<file path="src/design/grtl_pkg.sv">
// shared types, widths and codes for the glyph range table lookup block
package grtl_pkg;

	// default store depths
	localparam int MAX_RANGES_DEF = 32;
	localparam int MAX_GLYPHS_DEF = 65536;

	// field widths
	localparam int CP_W    = 21;
	localparam int IDX_W   = 16;
	localparam int SLOT_W  = 16;
	localparam int WID_W   = 8;
	localparam int OFF_W   = 23;
	localparam int RC_W    = 6;
	localparam int GC_W    = 17;
	localparam int BPG_W   = 8;
	localparam int SLOTX_W = 22;
	localparam int PADDR_W = 4;
	localparam int PDATA_W = 32;

	localparam logic [BPG_W-1:0] BPG_RST = 8'd32;

	typedef enum logic [1:0] {
		OP_WR_RANGE = 2'd0,
		OP_WR_WIDTH = 2'd1,
		OP_LOOKUP   = 2'd2
	} opcode_t;

	typedef enum logic [2:0] {
		RSN_HIT       = 3'd0,
		RSN_NOT_READY = 3'd1,
		RSN_NO_RANGE  = 3'd2,
		RSN_BEYOND    = 3'd3,
		RSN_EMPTY     = 3'd4
	} reason_t;

	typedef enum logic [1:0] {
		REG_FONT_READY  = 2'd0,
		REG_RANGE_COUNT = 2'd1,
		REG_GLYPH_COUNT = 2'd2,
		REG_BPG         = 2'd3
	} reg_idx_t;

	typedef struct packed {
		logic              font_ready;
		logic [RC_W-1:0]   range_count;
		logic [GC_W-1:0]   glyph_count;
		logic [BPG_W-1:0]  bytes_per_glyph;
	} cfg_t;

	typedef struct packed {
		logic    accept;
		logic    search;
		logic    check;
		logic    wchk;
		logic    load_out;
		reason_t reason;
	} cmd_t;

	typedef struct packed {
		logic is_lookup;
		logic font_ready;
		logic hi0_zero;
		logic probe_hit;
		logic probe_go_on;
		logic slot_bad;
		logic w_zero;
		logic out_free;
	} sts_t;

endpackage

</file>
<file path="src/design/grtl_regs.sv">
// apb configuration registers
module grtl_regs
	import grtl_pkg::*;
(
	input  logic               clk,
	input  logic               arst_n,
	input  logic               psel,
	input  logic               penable,
	input  logic               pwrite,
	input  logic [PADDR_W-1:0] paddr,
	input  logic [PDATA_W-1:0] pwdata,
	output logic [PDATA_W-1:0] prdata,
	output logic               pready,
	output cfg_t               cfg
);

	cfg_t     cfg_q;
	reg_idx_t sel;
	logic     wr;

	assign sel    = reg_idx_t'(paddr[3:2]);
	assign wr     = psel && penable && pwrite;
	assign pready = 1'b1;
	assign cfg    = cfg_q;

	// register writes
	always_ff @(posedge clk or negedge arst_n) begin
		if (!arst_n) begin
			cfg_q.font_ready      <= 1'b0;
			cfg_q.range_count     <= '0;
			cfg_q.glyph_count     <= '0;
			cfg_q.bytes_per_glyph <= BPG_RST;
		end else if (wr) begin
			case (sel)
				REG_FONT_READY:  cfg_q.font_ready      <= pwdata[0];
				REG_RANGE_COUNT: cfg_q.range_count     <= pwdata[RC_W-1:0];
				REG_GLYPH_COUNT: cfg_q.glyph_count     <= pwdata[GC_W-1:0];
				REG_BPG:         cfg_q.bytes_per_glyph <= pwdata[BPG_W-1:0];
				default: begin
				end
			endcase
		end
	end

	// read mux
	always_comb begin
		case (sel)
			REG_FONT_READY:  prdata = PDATA_W'(cfg_q.font_ready);
			REG_RANGE_COUNT: prdata = PDATA_W'(cfg_q.range_count);
			REG_GLYPH_COUNT: prdata = PDATA_W'(cfg_q.glyph_count);
			REG_BPG:         prdata = PDATA_W'(cfg_q.bytes_per_glyph);
			default:         prdata = '0;
		endcase
	end

endmodule

</file>
<file path="config.mk">
export PLATFORM = sky130hd
export DESIGN_NAME = grtl_regs
export DESIGN_NICKNAME = d
export VERILOG_FILES = /design/src/design/grtl_pkg.sv /design/src/design/grtl_regs.sv
export SDC_FILE = /design/constraint.sdc
export NUM_CORES = 1
export LEC_CHECK = 0
export ABC_AREA = 1
export BUFFER_PORTS_ARGS = -buffer_cell sky130_fd_sc_hd__buf_2
export CORE_ASPECT_RATIO = 1.25
export CORE_UTILIZATION = 45
export DETAILED_ROUTE_END_ITERATION = 6
export GPL_TIMING_DRIVEN = 0
export PLACE_DENSITY = 0.85
export SETUP_SLACK_MARGIN = 0.3
export SLEW_MARGIN = 20
export SYNTH_ARGS = -nofsm -noshare
export SYNTH_HDL_FRONTEND = slang
export SYNTH_SLANG_ARGS = --single-unit
</file>
<file path="constraint.sdc">
create_clock -name clk -period 2.1 [get_ports clk]
set_input_delay 0.21 -clock clk [delete_from_list [all_inputs] [get_ports clk]]
set_output_delay 0.21 -clock clk [all_outputs]
set_load 0.01 [all_outputs]
</file>
==> Word level (Yosys, flattened, before mapping) <==
Cells that the tools add are included.
{ "op_classes": {"mux": 1, "n_eq_ne": 3, "n_reduce_logical": 7} }
{ "op_table": {"columns": ["cell", "n"], "rows": [
  ["32-bit case mux with 4 select lines", 1],
  ["2-bit AND reduction", 4],
  ["2-bit == test (second input constant)", 2],
  ["2-bit by 1-bit == test with 1-bit output (second input constant)", 1],
  ["1-bit logical AND", 2],
  ["2-bit zero test", 1]
]} }
{ "word_totals": {"register_bits": 32, "wordCells": 15} }

==> Depth between registers and ports, before layout <==
{ "depth": {"depth_word": 3, "ltp_mapped": 7} }

==> Worst setup path before layout <==
Ideal clock, no wire load.
{ "synth_timing": {"path_kind": "input to register", "start": "input port psel", "end": "register cfg_q (netlist bit cfg[8])", "setup_slack_ns": 1.130, "t_required_ns": 1.983, "path_stages": 6, "n_path_buf": 1, "arrival_time_ns": 0.853, "cell_sequence": "nand2_1 -> nor2_1 -> nand2_2 -> buf_6 -> nand2_1 -> nand2_1"} }
{ "synth_via": {"elab_chain_cells": 3} }
{ "synth_lines": {"columns": ["item", "line", "source"], "rows": [
  ["start, declared", "grtl_regs.sv:7", "input logic psel,"],
  ["1-bit logical AND (2 in series)", "grtl_regs.sv:22", "assign wr = psel && penable && pwrite;"],
  ["2-bit AND reduction (no source line)", null, null],
  ["end, declared", "grtl_regs.sv:17", "cfg_t cfg_q;"]
]} }
No other way between the ends.
A chain may end at the register's enable or synchronous reset.

==> Worst setup path in the final report <==
{ "layout_timing": {"start": "register cfg_q (netlist bit cfg[5])", "end": "output port prdata[5]"} }
{ "layout_via": {"elab_chain_cells": 1} }
{ "layout_lines": {"columns": ["item", "line", "source"], "rows": [
  ["32-bit case mux with 4 select lines", "grtl_regs.sv:47", "case (sel)"],
  ["end, declared", "grtl_regs.sv:12", "output logic [PDATA_W-1:0] prdata,"]
]} }
No other way between the ends. The select of a mux whose other input is x is not followed.

==> results.toml <==
[status]
run_status = "completed"

[logic_synthesis]
synth-edff-count = 0
ys_warn_count = 0
synth_area_mm2 = 0.001623
ys_seq_elements = 32
synth_ff_type = "dfrtp_1"
syn_inst = 218
yosys.cell_types.count = 14
synthArstFlopShare = 1.000
avgSynthCellArea_um2 = 7.444
yosysTopAreaCellShare = 0.4780
synth.most_common_cell = "nand2_1"
seq_area_frac_synth = 0.4942
synth_common_cells = "123 x nand2_1, 31 x dfrtp_1, 16 x buf_4"
yosys.area.top_type = "dfrtp_1"
synthTopCellsByArea = "dfrtp_1 48%, nand2_1 28%, buf_4 7.4%"

[floorplan]
dieArea_mm2 = 0.003852
die_y_um = 69.14
initial_core_util = 0.4699
io_pins = 106
rows = 24
coreArea_mm2 = 0.003453
die_w_um = 55.71

[timing]
finalCritPeriodShare = 0.6135
rsz0062_at_grt = "false"
timing.fmax_ghz = 0.7762
clock_skew_ps = 0
post-route-min-period_ps = 1288
setup_viol = 0
fin_tns_setup_ps = 0
maxSlewViolCount = 0
worstMarginPinSlew_ps = 705.7
fin_hold_ws_ps = 124.4
hold_viol = 0
slew_headroom = 0.5295

[cts]
clockBufferDepth = 2
cts_root_buf = "clkbuf_8"
postCtsSetupBuffers = 0
htreeDepth = 2
numClockSinks = 32
cts_tree = "done"
clk-insertion-delay-late_ps = 280
clk_pin_slew_worst_paths_ps = 70
numCtsBuffers = 5

[power]
powerDensity_mw_per_mm2 = 836.1
clkPwrFrac = 0.261
vdd_drop_max_mv = 0.5816
p_comb_frac = 0.275
p_sw_uw = 596.9
leakage_nw = 1.391
p_sw_frac = 0.3268
seqPwrFrac = 0.463
p_int_mw = 1.230

[placement]
port_buffers = 72
place_hpwl_mm = 2.936
dpl_cell_area_mm2 = 0.002085
place.gp.congestion = 0.8368

[worst_setup_path]
crit_path_start_kind = "flop"
r2r-end = "cfg[5]$_DFFE_PN1P_"
reg2reg_from = "cfg[5]$_DFFE_PN1P_"
worstSetupPathType = "flop to output pin"
crit_path_start = "cfg[5]$_DFFE_PN1P_"
endpoint = "prdata[5]"
ff2ff_path_depth = 2
cp.arrival_ps = 1080
critical-path-top-delay-family = "flip-flops"
slowest_stage = "dfstp_2"
endpoint_kind = "output pin"
critical_path.max_stage_delay_ps = 540
critical_path_required_ps = 1890
path_buf_inv = 1
reg2reg_slack_ps = 1370
cp.depth = 3
path_cells = "nand2_1 -> nand3_1 -> buf_2"
critPathMaxFanout = 3

[flow_run]
cap_violations = 0

[routing]
vias = 1606
routedWlPerCell_um = 11.08
antenna_left = 0
drc = 0
vias_per_cell = 4.563
drt_first_pass_iters = 4
drt-total-wl_mm = 3.899
drtIter0Drc = 45

[global_route]
grt_start_max_net_pins = 33
antenna_found_initial = 0
track_usage = 0.2161
grt_pass1_vias = 1409
grt_pass1_wl_mm = 6.513
grt_overflow = 0

[worst_hold_path]
hold_path_class = "primary input to flop"

[layout]
drive_above_1_share = 0.3259
final_area_mm2 = 0.002185
largest_reg_flops = 32
nets = 353
final_util = 0.6326
diodes = 0
area_growth_pct = 34.62
[routing by layer]
layer	vias up	wire length (um)	track usage
met2	68	1954	0.3494
met1	722	1578	0.2652
met4	0	82	0.09722
met3	9	284	0.06379
met5	-	0	0
li1	807	-	-
[metrics by stage]
stage	cells	setup WS [ps]	total power, mW
global placement	343	834.5	1.340
floorplan	232	1130	1.116
CTS	352	802.9	1.840
detailed placement	343	773.2	1.362
finish	352	811.6	1.827
global route	352	748.9	1.946
[worst register-to-register path, cell delays in order, from the launching register on]
cell	delay, ps
dfstp_2	540
nand2_1	60
nand2_1	70
[logic make-up after synthesis]
group | after synthesis | share of synthesized area
DFF | 32 | 0.4942
buffers and inverters | 34 | 0.1318
other | 2 | 0.004628
and+or+nand+nor | 150 | 0.3693
[power groups by stage]
stage	Clock, mW	Sequential (mW)	Combinational, mW
floorplan	0	0.904	0.211
global placement	0	0.851	0.489
detailed placement	0	0.855	0.507
CTS	0.484	0.847	0.509
global route	0.518	0.867	0.560
finish	0.477	0.846	0.503
[how the worst min path moves through the flow]
stage,from,end,slack [ps],depth (start not counted)
finish,pwdata[12],cfg[20]$_DFFE_PN0P_,120,3
CTS,pwdata[12],cfg[20]$_DFFE_PN0P_,120,3
global route,pwdata[10],cfg[18]$_DFFE_PN0P_,130,3
floorplan,arst_n,cfg[0]$_DFFE_PN0P_,-90,0
global placement,arst_n,cfg[14]$_DFFE_PN0P_,300,1
detailed placement,arst_n,cfg[14]$_DFFE_PN0P_,300,1
[area by class of cell]
type | instances | area, um2
Inverter | 15 | 56.30
Buffer | 19 | 157.7
Tap cell | 39 | 48.80
Multi-Input combinational cell | 166 | 659.4
Timing Repair Buffer | 73 | 370.4
Clock buffer | 8 | 90.09
Fill cell | 320 | 1269
Sequential cell | 32 | 802.0
[repair_timing]
item                                   in CTS  in global routing
gates resized for setup                     0                  0
hold buffers                                1                  0
endpoints found under the hold margin      14                  0
[placed cells by master (no fill, tap or decap)]
| cell type | Yosys | routed |
|---|---|---|
| inv_1 | 14 | 14 |
| inv_2 | 1 | 1 |
| clkbuf_8 | 0 | 6 |
| nand4_1 | 1 | 1 |
| conb_1 | 2 | 16 |
| clkbuf_1 | 0 | 2 |
| buf_8 | 1 | 1 |
| buf_2 | 0 | 72 |
| nor2_1 | 13 | 13 |
| nor2_8 | 1 | 1 |
| dlygate4sd3_1 | 0 | 1 |
| dfrtp_1 | 31 | 31 |
| buf_4 | 16 | 16 |
| nand2_1 | 123 | 123 |
| buf_6 | 2 | 2 |
| nand2_2 | 2 | 2 |
| nand3_1 | 10 | 10 |
| dfstp_2 | 1 | 1 |
(Power assumes the default switching activity.)
