### src/design/grtl_pkg.sv
// shared types, widths and codes for the glyph range table lookup block
package grtl_pkg;

	// default store depths
	localparam int MAX_RANGES_DEF = 32;
	localparam int MAX_GLYPHS_DEF = 65536;

	// field widths
	localparam int CP_W    = 21;
	localparam int IDX_W   = 16;
	localparam int SLOT_W  = 16;
	localparam int WID_W   = 8;
	localparam int OFF_W   = 23;
	localparam int RC_W    = 6;
	localparam int GC_W    = 17;
	localparam int BPG_W   = 8;
	localparam int SLOTX_W = 22;
	localparam int PADDR_W = 4;
	localparam int PDATA_W = 32;

	localparam logic [BPG_W-1:0] BPG_RST = 8'd32;

	typedef enum logic [1:0] {
		OP_WR_RANGE = 2'd0,
		OP_WR_WIDTH = 2'd1,
		OP_LOOKUP   = 2'd2
	} opcode_t;

	typedef enum logic [2:0] {
		RSN_HIT       = 3'd0,
		RSN_NOT_READY = 3'd1,
		RSN_NO_RANGE  = 3'd2,
		RSN_BEYOND    = 3'd3,
		RSN_EMPTY     = 3'd4
	} reason_t;

	typedef enum logic [1:0] {
		REG_FONT_READY  = 2'd0,
		REG_RANGE_COUNT = 2'd1,
		REG_GLYPH_COUNT = 2'd2,
		REG_BPG         = 2'd3
	} reg_idx_t;

	typedef struct packed {
		logic              font_ready;
		logic [RC_W-1:0]   range_count;
		logic [GC_W-1:0]   glyph_count;
		logic [BPG_W-1:0]  bytes_per_glyph;
	} cfg_t;

	typedef struct packed {
		logic    accept;
		logic    search;
		logic    check;
		logic    wchk;
		logic    load_out;
		reason_t reason;
	} cmd_t;

	typedef struct packed {
		logic is_lookup;
		logic font_ready;
		logic hi0_zero;
		logic probe_hit;
		logic probe_go_on;
		logic slot_bad;
		logic w_zero;
		logic out_free;
	} sts_t;

endpackage

### src/design/grtl_ctrl.sv
// lookup sequencer state machine
module grtl_ctrl
	import grtl_pkg::*;
(
	input  logic clk,
	input  logic arst_n,
	input  logic in_valid,
	output logic in_ready,
	input  sts_t sts,
	output cmd_t cmd
);

	typedef enum logic [2:0] {
		S_IDLE,
		S_SEARCH,
		S_CHECK,
		S_WCHK,
		S_DONE
	} state_t;

	state_t  state_q;
	reason_t reason_q;
	logic    accept;

	assign in_ready = (state_q == S_IDLE);
	assign accept   = in_valid && in_ready;

	// state and registered miss reason
	always_ff @(posedge clk or negedge arst_n) begin
		if (!arst_n) begin
			state_q  <= S_IDLE;
			reason_q <= RSN_HIT;
		end else begin
			case (state_q)
				S_IDLE: begin
					if (accept && sts.is_lookup) begin
						if (!sts.font_ready) begin
							reason_q <= RSN_NOT_READY;
							state_q  <= S_DONE;
						end else if (sts.hi0_zero) begin
							reason_q <= RSN_NO_RANGE;
							state_q  <= S_DONE;
						end else begin
							state_q <= S_SEARCH;
						end
					end
				end
				S_SEARCH: begin
					if (sts.probe_hit) begin
						state_q <= S_CHECK;
					end else if (!sts.probe_go_on) begin
						reason_q <= RSN_NO_RANGE;
						state_q  <= S_DONE;
					end
				end
				S_CHECK: begin
					if (sts.slot_bad) begin
						reason_q <= RSN_BEYOND;
						state_q  <= S_DONE;
					end else begin
						state_q <= S_WCHK;
					end
				end
				S_WCHK: begin
					reason_q <= sts.w_zero ? RSN_EMPTY : RSN_HIT;
					state_q  <= S_DONE;
				end
				S_DONE: begin
					if (sts.out_free) begin
						state_q <= S_IDLE;
					end
				end
				default: begin
					state_q <= S_IDLE;
				end
			endcase
		end
	end

	// datapath commands
	always_comb begin
		cmd.accept   = accept;
		cmd.search   = (state_q == S_SEARCH);
		cmd.check    = (state_q == S_CHECK);
		cmd.wchk     = (state_q == S_WCHK);
		cmd.load_out = (state_q == S_DONE) && sts.out_free;
		cmd.reason   = reason_q;
	end

`ifndef SYNTHESIS
	a_lookup_leaves_idle: assert property (@(posedge clk) disable iff (!arst_n)
		(accept && sts.is_lookup) |=> (state_q != S_IDLE))
		else $error("lookup accepted but sequencer stayed idle");
	a_done_to_idle: assert property (@(posedge clk) disable iff (!arst_n)
		(state_q == S_DONE && sts.out_free) |=> (state_q == S_IDLE))
		else $error("result loaded but sequencer did not return to idle");
	a_search_no_accept: assert property (@(posedge clk) disable iff (!arst_n)
		(state_q == S_SEARCH) |-> !cmd.accept && !cmd.load_out)
		else $error("transaction taken during search");
`endif

endmodule

### config.mk
export PLATFORM = sky130hd
export DESIGN_NAME = grtl_ctrl
export DESIGN_NICKNAME = d
export VERILOG_FILES = /design/src/design/grtl_pkg.sv /design/src/design/grtl_ctrl.sv
export SDC_FILE = /design/constraint.sdc
export NUM_CORES = 1
export LEC_CHECK = 0
export ABC_AREA = 1
export ABC_CLOCK_PERIOD_IN_PS = 1400
export CAP_MARGIN = 20
export CORE_AREA = 2 2 39 41
export CTS_CLUSTER_DIAMETER = 200
export CTS_CLUSTER_SIZE = 8
export DETAILED_ROUTE_END_ITERATION = 8
export DIE_AREA = 0 0 41 43
export DONT_BUFFER_PORTS = 1
export PLACE_DENSITY_LB_ADDON = 0.3
export SYNTH_ARGS = -nofsm -noshare
export SYNTH_HDL_FRONTEND = slang
export SYNTH_SLANG_ARGS = --single-unit
### constraint.sdc
create_clock -name clk -period 1.4 [get_ports clk]
set_clock_uncertainty 0.05 [all_clocks]
set_input_delay 0 -clock clk [delete_from_list [all_inputs] [get_ports clk]]
set_output_delay 0 -clock clk [all_outputs]
set_load 0.05 [all_outputs]
* After elaboration in Yosys (flattened, before gate mapping) *
Index checks and enable logic that the tools add are counted.

word-level totals
  word-level logic and storage cells = 36
  bits in registers = 6
  memories kept = 0
  input bits = 11
  bits in latches = 0
  memory bits (writable) = 0
  ROM bits = 0
  output and inout bits = 9

operators by class
  equal/unequal tests = 11
  bitwise logic cells = 0
  add/sub/neg operators = 0
  reductions and logical operators = 7
  div/mod/pow operators = 0
  muxes and demuxes = 16
  $mul = 0
  shifts and indexed selects = 0
  order comparisons = 0

operators with widths
  operator                                                               number
  3-bit 2-to-1 mux                                                       14
  3-bit case mux with 5 select lines                                     1
  3-bit case mux with 4 select lines                                     1
  2-bit != test, second input constant                                   4
  3-bit by 2-bit equality test with 1-bit output, second input constant  2
  3-bit != test, second input constant                                   2
  6-bit AND reduction                                                    1
  4-bit nonzero test                                                     1
  3-bit by 1-bit equality test with 1-bit output, second input constant  1
  3-bit equality test, second input constant                             1
  1-bit logical AND                                                      3
  3-bit zero test                                                        1
  3-bit AND reduction                                                    1
  2-bit by 1-bit != test with 1-bit output, second input constant        1

* Logic depth before layout (Yosys ltp) *
Gate-level depths: netlist of the first run.

  word-level depth = 5
  mapped depth = 8
  mapped depth without buffers = 8

* Worst setup path before layout of the first run *
Ideal clock, no wire load.

  path type = flip-flop to output port
  from = reg state_q[0]
  to = out cmd[3] in the netlist's numbering
  data required time = 1.350 ns
  data arrival time = 2.013 ns
  buffers on the path = 1
  cell stages (with the launch flop) = 3
  slack = -0.663 ns
  path through = dfrtp_1 buf_6 nor4_1

RTL lines
  element                 RTL line         source
  start, declared         grtl_ctrl.sv:21  state_t state_q;
  start signal, assigned  grtl_ctrl.sv:31  state_q <= S_IDLE;
  start signal, assigned  grtl_ctrl.sv:39  state_q <= S_DONE;
  start signal, assigned  grtl_ctrl.sv:42  state_q <= S_DONE;
  end, declared           grtl_ctrl.sv:10  output cmd_t cmd

* Worst setup path in the final report of the first run *
  from = reg state_q[1]
  to = out in_ready

between the ends
  longest elaborated chain between the ends = 1

RTL lines
  element          RTL line         source
  3-bit zero test  grtl_ctrl.sv:25  assign in_ready = (state_q == S_IDLE);
  end, declared    grtl_ctrl.sv:8   output logic in_ready,

Every way passes these cells.

==> results.toml, run 1 <==
[placement]
dp_slack_ns = 0.180
numPortBuffers = 0
place_congestion = 0.832
placed_cell_area_um2 = 453
dp.final_hpwl_um = 729

[power_and_ir_drop]
powerDensity_nw_per_um2 = 2130
swShare_pct = 54.6
switchingPower_uw = 638
clkPwrFrac_pct = 14.3
seqPwrFrac_pct = 26.1
pwr-share-comb_pct = 59.6
p_total_uw = 1170
p_leak_uw = 0.000293
ir_worst_vdd_mv = 0.761
internal_power_uw = 530

[clocking]
clock-sinks = 6
htreeDepth = 1
cts_buffer_depth = 2
cts_tree = "built"
cts_buffers = 3
clock_latency_ns = 0.25
clk_pin_slew_ns = 0.05
cts_root_buf = "clkbuf_4"

[synth]
synth_top_family_by_area = "simple AND/OR/NAND/NOR gates"
synth-seq-cells = 6
yosysUniqueCellTypes = 17
synthAdderAreaFrac_pct = 0
syn_area_um2 = 398
synth_area_per_cell_um2 = 6.98
synth-xor-area-share_pct = 0
synth_compound_area_share_pct = 4.09
synth_fp_nets = 68
synth-simple-area-share_pct = 44.0
synth_mux_area_share_pct = 0
yosysSeqAreaShare_pct = 37.7
yosys_warnings = 0
synthCells = 57

[setup_path]
timing.rr.start = "state_q[1]"
crit_end = "in_ready"
endpoint_kind = "primary output"
rrSetupSlack_ns = 0.22
worst_ep_arrival_time_ns = 1.27
rr_worst_depth = 7
path_class = "reg2out"
cp_max_fo = 7
r2r-end = "reason_q[0]"
required_ns = 1.35
startpoint_type = "flip-flop"
cp-startpoint = "state_q[1]"

[sta]
drv_slew = 0
setup_viol = 0
finalCritPeriodShare_pct = 94.2
tightest_slew_ns = 0.417
grt_setup_unrepaired = "false"
setup_ws_ns = 0.0810
max_clock_freq_mhz = 758
finalCriticalPeriod_ns = 1.32
relSlewSlack_pct = 72.1
fin_setup_tns_ns = 0
hold_viol_final = 0

[die]
dieArea_um2 = 1760
coreArea_um2 = 1380
io_pins = 20
die_h_um = 43
initial_utilization_pct = 28.8
dieWidth_um = 41
rows = 14

[grt]
grt_usage_pct = 12.9
grt_pass1_wl_mm = 1.51
grt_start_max_net_pins = 9
grt-ovfl-total = 0
grt_pass1_vias = 372
antenna_found_initial = 0

[cells_and_area]
antennaDiodeCount = 0
most-common-layout-cells = "17 x nand2_1, 7 x inv_1, 7 x nand3_1"
final_common_cell = "nand2_1"
area_delta_synth_final_pct = 37.7
stdcell_area_um2 = 548
nNetsFinal = 83
layout-drive-gt1-share_pct = 34.3

[detailed_routing]
drt_wl_total_um = 885
num_vias = 393
ant_nets = 0
drt_iter0_drc = 6
drc = 0
routedWlPerCell_um = 10.3
viasPerCell = 4.57
drt_pass1_iterations = 2

[min_path]
min_path_type = "in2async"

[outcome]
status = "finished clean"

[job]
drv_cap = 0
-- worst min-delay path by stage --
stage,startpoint,end,slack (ns),cells after the start
2_1_floorplan,arst_n,reason_q[0],-0.35,0
3_3_place_gp,arst_n,state_q[0],-0.35,0
3_5_place_dp,arst_n,state_q[0],-0.35,0
4_1_cts,sts[6],reason_q[0],0.01,5
5_1_grt,in_valid,state_q[0],0.04,4
6_report,arst_n,reason_q[2],0.01,1
-- layer usage --
layer	vias up	share of wire, %	global-route usage (%)
met5	-	0	0
met4	0	2.1	8.00
met3	4	4.1	4.71
met2	14	49	16.9
met1	173	45	17.3
li1	202	-	-
-- power groups by stage --
| stage | clock [uW] | combinational (uW) | sequential (uW) |
|---|---|---|---|
| finish | 167 | 695 | 305 |
| floorplan | 0 | 498 | 374 |
| detailed placement | 0 | 680 | 298 |
| CTS | 170 | 698 | 295 |
| global placement | 0 | 675 | 298 |
| global route | 176 | 759 | 311 |
-- kinds of logic after synthesis --
kind of cell | count (synthesis)
and+or+nand+nor | 36
buffers and inverters | 12
DFF | 6
AOI/OAI and AO/OA | 3
-- area by class of cell --
class	count	area (um2)
clock buffer	3	22.5
fill	147	836
inverter	10	41.3
multi-input combinational	39	205
sequential	6	154
tap	16	20.0
timing repair buffer	12	105
-- sequential cells by signal, summed over array words and instances (netlist names) --
register / flops
reason_q: 3
state_q: 3
-- timing repair --
action,CTS,global route
hold endpoints to repair,10,0
resized for setup,0,5
hold buffers,6,0
setup endpoints to repair,0,4
setup buffers,0,0
-- through the flow --
stage | util [%] | instances | hold slack [ns]
2_1_floorplan | - | 57 | -0.346
3_3_place_gp | 32.7 | 77 | -0.345
3_5_place_dp | 32.7 | 77 | -0.345
4_1_cts | 38.7 | 86 | 0.0150
5_1_grt | 39.6 | 86 | 0.0444
6_report | 39.6 | 86 | 0.0123
-- worst max-delay path: stages, from the launching register on --
cell	delay, ns
dfrtp_2	0.46
nor2_4	0.16
nand2_1	0.08
inv_1	0.32
-- Yosys cell counts (all sizes together) --
library cell	n	area share, %
inv	10	9.4
o22ai	1	1.6
nand3	8	11
a21oi	1	1.3
o21ai	1	1.3
nand2	20	21
nand4	1	1.6
dfrtp	6	38
nor4	1	1.6
nor2	6	8.8
buf	2	4.7
(Power assumes the default switching activity.)
==> inputs of run 2 (changes only) <==
Settings changed: ABC_CLOCK_PERIOD_IN_PS 1400 to 1500.
Clock period 1.4 ns to 1.5 ns, I/O delays scaled along.
==> run 2 against run 1 <==
Effect of this change:
- non-clock buffer count fell by 3
- first-iteration DRC count grew 130%
- design area fell by 6.4%
- sequential share of layout area rose by 1.2 points
- via count shrank 2.8%
- worst setup slack improved by 0.029 ns
==> results.toml, run 2 (same netlist as run 1, synthesis figures left out) <==
[outcome]
status = "finished clean"

[placement]
placed_cell_area_um2 = 430
dp.final_hpwl_um = 682
dp_slack_ns = 0.285
numPortBuffers = 0
place_congestion = 0.814

[job]
drv_cap = 0

[power_and_ir_drop]
p_total_uw = 1030
swShare_pct = 56.5
pwr-share-comb_pct = 49.0
clkPwrFrac_pct = 15.0
powerDensity_nw_per_um2 = 2010
p_leak_uw = 0.000290
internal_power_uw = 450
switchingPower_uw = 584
ir_worst_vdd_mv = 0.580
seqPwrFrac_pct = 35.9

[die]
coreArea_um2 = 1380
initial_utilization_pct = 28.8
rows = 14
io_pins = 20
dieArea_um2 = 1760
dieWidth_um = 41
die_h_um = 43

[detailed_routing]
drc = 0
viasPerCell = 4.60
ant_nets = 0
drt_wl_total_um = 857
routedWlPerCell_um = 10.3
drt_pass1_iterations = 3
num_vias = 382
drt_iter0_drc = 14

[clocking]
clock-sinks = 6
cts_buffer_depth = 2
clock_latency_ns = 0.25
htreeDepth = 1
clk_pin_slew_ns = 0.05
cts_root_buf = "clkbuf_4"
ctsResizeCount = 0
cts_tree = "built"
cts_buffers = 3

[min_path]
min_path_type = "in2async"

[setup_path]
path_class = "reg2out"
startpoint_type = "flip-flop"
cp_max_fo = 8
required_ns = 1.45
worst_ep_arrival_time_ns = 1.34
endpoint_kind = "primary output"

[grt]
antenna_found_initial = 0
grt_pass1_vias = 353
busiest_layer = "met1"
grt_start_max_net_pins = 9
use_met3_pct = 2.62
grtUsageMet2_pct = 15.6
use_met1_pct = 17.6
grt_pass1_wl_mm = 1.44
grt-ovfl-total = 0
grt_usage_pct = 12.2

[sta]
max_clock_freq_mhz = 720
setup_ws_ns = 0.110
tightest_slew_ns = 0.475
hold_viol_final = 0
grt_setup_unrepaired = "false"
drv_slew = 0
setup_viol = 0
relSlewSlack_pct = 68.3
whs_ns = 0.0182
finalCritPeriodShare_pct = 92.6
finalCriticalPeriod_ns = 1.39
fin_setup_tns_ns = 0

[cells_and_area]
area_delta_synth_final_pct = 28.9
layout-drive-gt1-share_pct = 25.4
nNetsFinal = 80
most-common-layout-cells = "17 x nand2_1, 8 x inv_1, 7 x nand3_1"
stdcell_area_um2 = 513
largestRegisters = "reason_q (3), state_q (3)"
final_common_cell = "nand2_1"
antennaDiodeCount = 0
run 2: cell type report:
cell class                 count  area (um2)
clock buffer                   3        22.5
multi-input combinational     39         200
fill                         153         871
sequential                     6         150
timing repair buffer           9        82.6
inverter                      10        37.5
tap                           16        20.0
run 2: final timing paths:
check | depth (start not counted) | endpoint | startpoint | slack, ns
setup / recovery | 3 | cmd[5] | state_q[2] | 0.11
hold / removal | 1 | state_q[0] | arst_n | 0.02
setup reg to reg | 7 | reason_q[1] | state_q[0] | 0.27
hold reg to reg | 3 | reason_q[2] | state_q[2] | 0.62
max in group asynchronous | 1 | reason_q[0] | arst_n | 1.14
min in group clk | 5 | reason_q[0] | sts[6] | 0.02
run 2: critical path, cell delays in order (launching register included):
cell and delay (ns):
dfrtp_1 0.44, inv_2 0.16, nand3_1 0.12, inv_1 0.36
run 2: routing by layer:
| layer | wire length (um) | up-vias |
|---|---|---|
| met5 | 0 | - |
| met4 | 19 | 0 |
| met3 | 25 | 2 |
| met2 | 413 | 9 |
| met1 | 399 | 173 |
| li1 | - | 198 |
run 2: power by group through the flow:
stage               clock, uW  combinational [uW]  sequential, uW
finish                    155                 507             371
CTS                       162                 514             371
detailed placement          0                 496             372
global placement            0                 496             369
global route              169                 564             380
floorplan                   0                 465             349
run 2: metrics by stage:
step                      instances  utilization (%)
after CTS                        83             37.1
after global routing             83             37.1
after floorplan                  57                -
after global placement           74             31.1
after detailed placement         74             31.1
final                            83             37.1
run 2: what timing repair did:
action,4_1_cts,5_1_grt
hold endpoints to repair,10,0
hold buffers,6,0
setup buffers,0,0
